`config.mk`:
```
export PLATFORM = sky130hd
export DESIGN_NAME = wcdi_ctrl
export DESIGN_NICKNAME = d
export VERILOG_FILES = /design/src/rtl/wcdi_pkg.sv /design/src/rtl/wcdi_ctrl.sv
export SDC_FILE = /design/constraint.sdc
export NUM_CORES = 1
export LEC_CHECK = 0
export BUFFER_PORTS_ARGS = -buffer_cell sky130_fd_sc_hd__buf_2
export CORE_UTILIZATION = 30
export DETAILED_ROUTE_END_ITERATION = 8
export GPL_ROUTABILITY_DRIVEN = 0
export PLACE_DENSITY = 0.49
export SLEW_MARGIN = 20
export SYNTH_ARGS = -nofsm -noshare
export SYNTH_HDL_FRONTEND = slang
export SYNTH_SLANG_ARGS = --single-unit
export TNS_END_PERCENT = 50
```
`constraint.sdc`:
```
create_clock -name i_clk -period 3.51 [get_ports i_clk]
set_input_delay 0.702 -clock i_clk [delete_from_list [all_inputs] [get_ports i_clk]]
set_output_delay 0.702 -clock i_clk [all_outputs]
set_load 0.005 [all_outputs]
```
`src/rtl/wcdi_pkg.sv`:
```
// shared types and constants of the windowed coherent diffuse intensity block
// no dependencies
package wcdi_pkg;

    localparam int IN_W  = 112;
    localparam int OUT_W = 64;
    localparam int CFG_W = 24;

    // configuration register indexes
    localparam logic CFG_RECIP_X = 1'b0;
    localparam logic CFG_RECIP_Y = 1'b1;

    localparam logic [62:0] OUT_MAX      = {63{1'b1}};
    localparam logic [32:0] HANN_GAIN    = 33'd2649351758;
    localparam logic [39:0] SQRT_OUT_MAX = 40'd3037000499;

    // one strobe per datapath step
    typedef struct packed {
        logic load;
        logic ph;
        logic ix;
        logic rd;
        logic w1;
        logic w2;
        logic co;
        logic ac;
        logic sq;
        logic sm;
        logic fin;
    } t_cmd;

    typedef struct packed {
        logic last;
    } t_sts;

endpackage

```
`src/rtl/wcdi_ctrl.sv`:
```
// sequencer of the intensity block: steps one item through the datapath
// depends on wcdi_pkg
module wcdi_ctrl (
    input  logic            i_clk,
    input  logic            i_rst_n,
    input  logic            i_s_tvalid,
    output logic            o_s_tready,
    input  logic            i_m_tready,
    output logic            o_m_tvalid,
    input  wcdi_pkg::t_sts  i_sts,
    output wcdi_pkg::t_cmd  o_cmd
);

    typedef enum logic [10:0] {
        ST_IDLE = 11'b000_0000_0001,
        ST_PH   = 11'b000_0000_0010,
        ST_IX   = 11'b000_0000_0100,
        ST_RD   = 11'b000_0000_1000,
        ST_W1   = 11'b000_0001_0000,
        ST_W2   = 11'b000_0010_0000,
        ST_CO   = 11'b000_0100_0000,
        ST_AC   = 11'b000_1000_0000,
        ST_SQ   = 11'b001_0000_0000,
        ST_SM   = 11'b010_0000_0000,
        ST_FIN  = 11'b100_0000_0000
    } t_state;

    t_state r_state, n_state;
    logic   r_out_valid, n_out_valid;
    logic   w_accept;
    logic   w_fin_fire;

    assign o_s_tready = (r_state == ST_IDLE);
    assign o_m_tvalid = r_out_valid;
    assign w_accept   = i_s_tvalid && (r_state == ST_IDLE);
    // result slot is free when empty or being taken this cycle
    assign w_fin_fire = (r_state == ST_FIN) && (!r_out_valid || i_m_tready);

    always_comb begin
        n_state = r_state;
        case (r_state)
            ST_IDLE: if (w_accept) n_state = ST_PH;
            ST_PH:   n_state = ST_IX;
            ST_IX:   n_state = ST_RD;
            ST_RD:   n_state = ST_W1;
            ST_W1:   n_state = ST_W2;
            ST_W2:   n_state = ST_CO;
            ST_CO:   n_state = ST_AC;
            ST_AC:   n_state = i_sts.last ? ST_SQ : ST_IDLE;
            ST_SQ:   n_state = ST_SM;
            ST_SM:   n_state = ST_FIN;
            ST_FIN:  if (w_fin_fire) n_state = ST_IDLE;
            default: n_state = ST_IDLE;
        endcase
    end

    always_comb begin
        n_out_valid = r_out_valid;
        if (w_fin_fire) begin
            n_out_valid = 1'b1;
        end else if (i_m_tready) begin
            n_out_valid = 1'b0;
        end
    end

    always_comb begin
        o_cmd.load = w_accept;
        o_cmd.ph   = (r_state == ST_PH);
        o_cmd.ix   = (r_state == ST_IX);
        o_cmd.rd   = (r_state == ST_RD);
        o_cmd.w1   = (r_state == ST_W1);
        o_cmd.w2   = (r_state == ST_W2);
        o_cmd.co   = (r_state == ST_CO);
        o_cmd.ac   = (r_state == ST_AC);
        o_cmd.sq   = (r_state == ST_SQ);
        o_cmd.sm   = (r_state == ST_SM);
        o_cmd.fin  = w_fin_fire;
    end

    always_ff @(posedge i_clk) begin
        if (!i_rst_n) begin
            r_state     <= ST_IDLE;
            r_out_valid <= 1'b0;
        end else begin
            r_state     <= n_state;
            r_out_valid <= n_out_valid;
        end
    end

endmodule

```
* Yosys cells after proc, flatten, opt, wreduce, memory -nomap -nowiden *
Index checks and enable logic that the tools add are counted.

storage, ports and cells
  bits in registers = 12
  input bits = 5
  output and inout bits = 13
  word-level logic and storage cells = 27

cells by class
  equal/unequal tests = 13
  muxes and demuxes = 6
  reductions and logical operators = 6

operators by type and width
  cell                  number
  $pmux 11 s11          1
  $mux 11               2
  $eq 11x1->1 const B   1
  $eq 11x10->1 const B  1
  $eq 11x11->1 const B  1
  $eq 11x2->1 const B   1
  $eq 11x3->1 const B   1
  $eq 11x4->1 const B   1
  $eq 11x5->1 const B   1
  $eq 11x6->1 const B   1
  $eq 11x7->1 const B   1
  $eq 11x8->1 const B   1
  $eq 11x9->1 const B   1
  $mux 9                1
  $logic_and 1x1->1     2
  $mux 1                2
  $ne 2x1->1 const B    1
  $ne 2x2->1 const B    1
  $reduce_and 2->1      1
  $reduce_bool 2->1     1
  $logic_not 1->1       1
  $logic_or 1x1->1      1

* Logic depth before layout (Yosys ltp) *
  depth in word-level cells = 5
  gate-level depth with buffers = 6
  depth with buffers taken out = 5

* Worst setup path before layout *
No wires, ideal clock.

  kind = reg-to-output
  start = register r_state[8]
  end = output port o_cmd[10] (netlist name)
  arrival = 1.861 ns
  data required time = 2.808 ns
  slack = 0.947 ns
  cell stages (with the launch flop) = 6
  path buffers = 1
  cells stage by stage = dfxtp_1 > or4_4 > or4_4 > nor3_1 > and2_1 > buf_4

on the way
  cells in the longest elaborated chain, start to end = 2

ends and longest elaborated chain
  what                      line             source
  start: declaration        wcdi_ctrl.sv:28  t_state r_state, n_state;
  start signal: assignment  wcdi_ctrl.sv:85  r_state <= n_state;
  $eq 11x1->1               n/a
  named net o_s_tready      wcdi_ctrl.sv:7   output logic o_s_tready,
  $logic_and 1x1->1         wcdi_ctrl.sv:35  assign w_accept = i_s_tvalid && (r_state == ST_IDLE);
  end: declaration          wcdi_ctrl.sv:11  output wcdi_pkg::t_cmd o_cmd

The timed path passes the listed nets, and every way through them passes these cells.

==> key figures <==
Synthesis
  – Instance count of the mapped netlist: 80
  – Flops & latches, synth: 12
  – Largest area contributor in the netlist: dfxtp_1
  – Number of flops mapped to enable cells by yosys: 0
  – Yosys warns: 0
  – Sequential area share after synthesis: 0.343
  – Async SR Flop Fraction: 0
  – Cell Area, Synth: 699 um2
  – Ys flop type: dfxtp_1
  – Synth unique cells: 33
  – Syn_nets: 85
  – Mapped Avg Cell Area: around 8.7 um2
  – Main area contributors after synthesis: dfxtp_1 (34%), and3_1 (13%), nor3_1 (4.3%), nor2_1 (3.8%), nor4b_1 (3.8%)
  – Top cell type's share of synthesized area: 0.343

Routing
  – Routed WL per cell: between 10 and 15 um
  – DR vias/cell: about 5.1
  – Remaining DRCs: 0
  – Routed WL: 1.53 mm
  – Antenna Nets Post-Route: 0
  – Iteration-0 DRC Markers: 12
  – First-pass DRT Iterations: 4
  – Via Count: between 600 and 700

Layout
  – Layout cell share with drive strength beyond 1: 0.301
  – Area growth from synthesis to layout: 15.0%
  – Nets: 100
  – Final Instance Area: a little over 800 um2
  – Diodes inserted: 0

GRT
  – Largest net degree at the start of global routing: 10
  – First-pass GRT wire length: 2.62 mm
  – GR Overflow Total: 0
  – Vias in the first global route: 572
  – Antenna violations before repair: 0
  – GRT Total Usage: 0.141

Run
  – Maximum Capacitance Violations: 0

Floorplan
  – Die area: 2530 um2
  – Die H: slightly above 50 um
  – Starting Density: 0.316
  – Row count: 17
  – Chip width: ~50 um
  – Core Area: 2210 um2
  – I/O Pins: 18

Worst hold path
  – Worst Hold Path EP: o_m_tvalid
  – Worst Hold Launch: o_m_tvalid
  – Worst Hold Path Cells: 2
  – Hold crit path type: register to register

Critical path
  – Worst reg2reg setup slack: approximately 1300 ps
  – Startpoint types: register
  – Worst reg2reg path depth: 5
  – Critical path class: register to primary output
  – Worst EP required: 2810 ps
  – Crit-path max FO: 5
  – Critical R2R Capture: r_state[2]
  – Delay of the slowest cell on the worst path: about 560 ps
  – CP endpoint kind: primary output
  – Arr. time, crit path: 2160 ps
  – RR Startpoint: r_state[0]
  – Critical path's slowest cell: or4_4
  – Critical path, cell by cell: or4_4, or4_4, nor3_1, and2_1, buf_2
  – Crit path top cell by count: or4_4

Placement
  – IO buf count: 17
  – Post-DP HPWL: around 1.1 mm
  – Area after DPL: about 780 um2

Timing
  – Final Hold Fails: 0
  – Final setup violation count: 0
  – Hold WS: about 550 ps
  – Max Clk Rate: approximately 0.35 GHz
  – Clk_skew: around 0.54 ps
  – Slew Limit Headroom: 0.729
  – Setup_tns: 0 ps
  – Worst-margin pin slew: between 400 and 500 ps
  – Min Tclk post-route: between 2000 and 3000 ps
  – Max Slew Vio Count: 0
  – Final period util: 0.816
  – RSZ-0062 raised after global routing: false

Clock network
  – H-tree depth: 1
  – Max clock buf depth: 2
  – Root Driver: clkbuf_4
  – Worst skew pair latency: approximately 270 ps
  – Post-CTS Hold Buffers: 0
  – Clock sinks: 12
  – Num CTS Buffers: 3
  – Setup Fix Bufs, Post-CTS: 0
  – TritonCTS clock tree: done
  – Resized cells post-CTS: 0
  – Clock transition at path regs: ~70 ps

Outcome
  – Outcome: finished clean

Power and ir drop
  – PwrDens: approximately 320 nW/um2
  – Leakage dissipation: approximately 0.41 nW
  – Peak supply drop: around 0.00017 V
-- worst max path at each step --
stage	cells after the start	slack [ps]	end	start
2_1_floorplan	5	950	o_cmd[10]	r_state[8]
3_3_place_gp	5	960	o_cmd[7]	r_state[4]
3_5_place_dp	5	940	o_cmd[10]	r_state[8]
4_1_cts	5	620	o_cmd[10]	r_state[8]
5_1_grt	5	530	o_cmd[10]	r_state[8]
6_report	5	650	o_cmd[10]	r_state[8]
-- final cells by class --
class                   instances  area (um2)
inverters                       3        11.3
repair buffers                 17        85.1
fillers                       247        1410
well taps                      28        35.0
multi-input cells              58         410
clock buffers                   3        22.5
flip-flops and latches         12         240
-- kinds of logic after synthesis --
family / synth area share
simple gates: 0.438
buf+inv: 0.0698
xor+xnor: 0.0376
flops: 0.343
compound gates: 0.111
-- routing by layer --
layer / up-vias / global-route usage / part of all wire
li1: 323 / - / -
met1: 277 / 0.187 / 0.50
met2: 15 / 0.204 / 0.44
met3: 2 / 0.0303 / 0.042
met4: 0 / 0.0857 / 0.010
met5: - / 0 / 0
-- placed cells by master (no fill, tap or decap) --
master	synthesis	routed
clkbuf_4	0	3
and4b_1	1	1
nor3b_1	1	1
nand4b_1	1	1
nand2b_1	1	1
or3b_2	1	1
nor4b_1	3	3
or3_1	1	1
a21boi_0	1	1
nor3_1	6	6
nor2b_1	1	1
or4_1	1	1
and4b_2	1	1
xnor2_1	2	2
inv_1	3	3
nor4_1	2	2
nor2_1	7	7
o311a_1	1	1
xor2_1	1	1
a2bb2oi_1	1	1
buf_2	0	17
o21ai_0	1	1
a221oi_1	1	1
or2_2	1	1
or3_2	1	1
o21a_1	1	1
o41a_4	1	1
or4_4	2	2
o32ai_1	1	1
and2b_2	1	1
and3_1	14	14
and2_1	1	1
dfxtp_1	12	12
-- cells in the mapped netlist, types with 2 or more instances --
master,instances
xnor2_1,2
clkbuf_1,4
and3_1,14
nor2_1,7
or4_4,2
buf_4,3
nor4_1,2
dfxtp_1,12
nor3_1,6
inv_1,3
nor4b_1,3
-- stage by stage --
| stage | util | total power [mW] | cells | setup slack, ps |
|---|---|---|---|---|
| after detailed placement | 0.354 | 0.182 | 118 | 937 |
| after floorplan | - | 0.172 | 80 | 947 |
| after global routing | 0.364 | 0.278 | 121 | 530 |
| final | 0.364 | 0.261 | 121 | 646 |
| after global placement | 0.354 | 0.182 | 118 | 963 |
| after CTS | 0.364 | 0.265 | 121 | 624 |
-- power breakdown --
part | internal (mW) | switching, mW | leakage (nW)
registers | 0.139 | 0.00446 | 0.0971
logic | 0.0183 | 0.0174 | 0.295
clock network | 0.0397 | 0.0422 | 0.0138
-- worst max-delay path, delay by kind of cell, from the launching register on --
kind                   cells  cell delay [ps]
buffers and inverters      1              100
flip-flops                 1              340
AND/OR/NAND/NOR            4             1460
-- sequential cells by signal, indices dropped and copies added, names as in the netlist --
register and flops:
o_m_tvalid 1, r_state 11
Note: power is estimated with default switching activity, not from simulation.
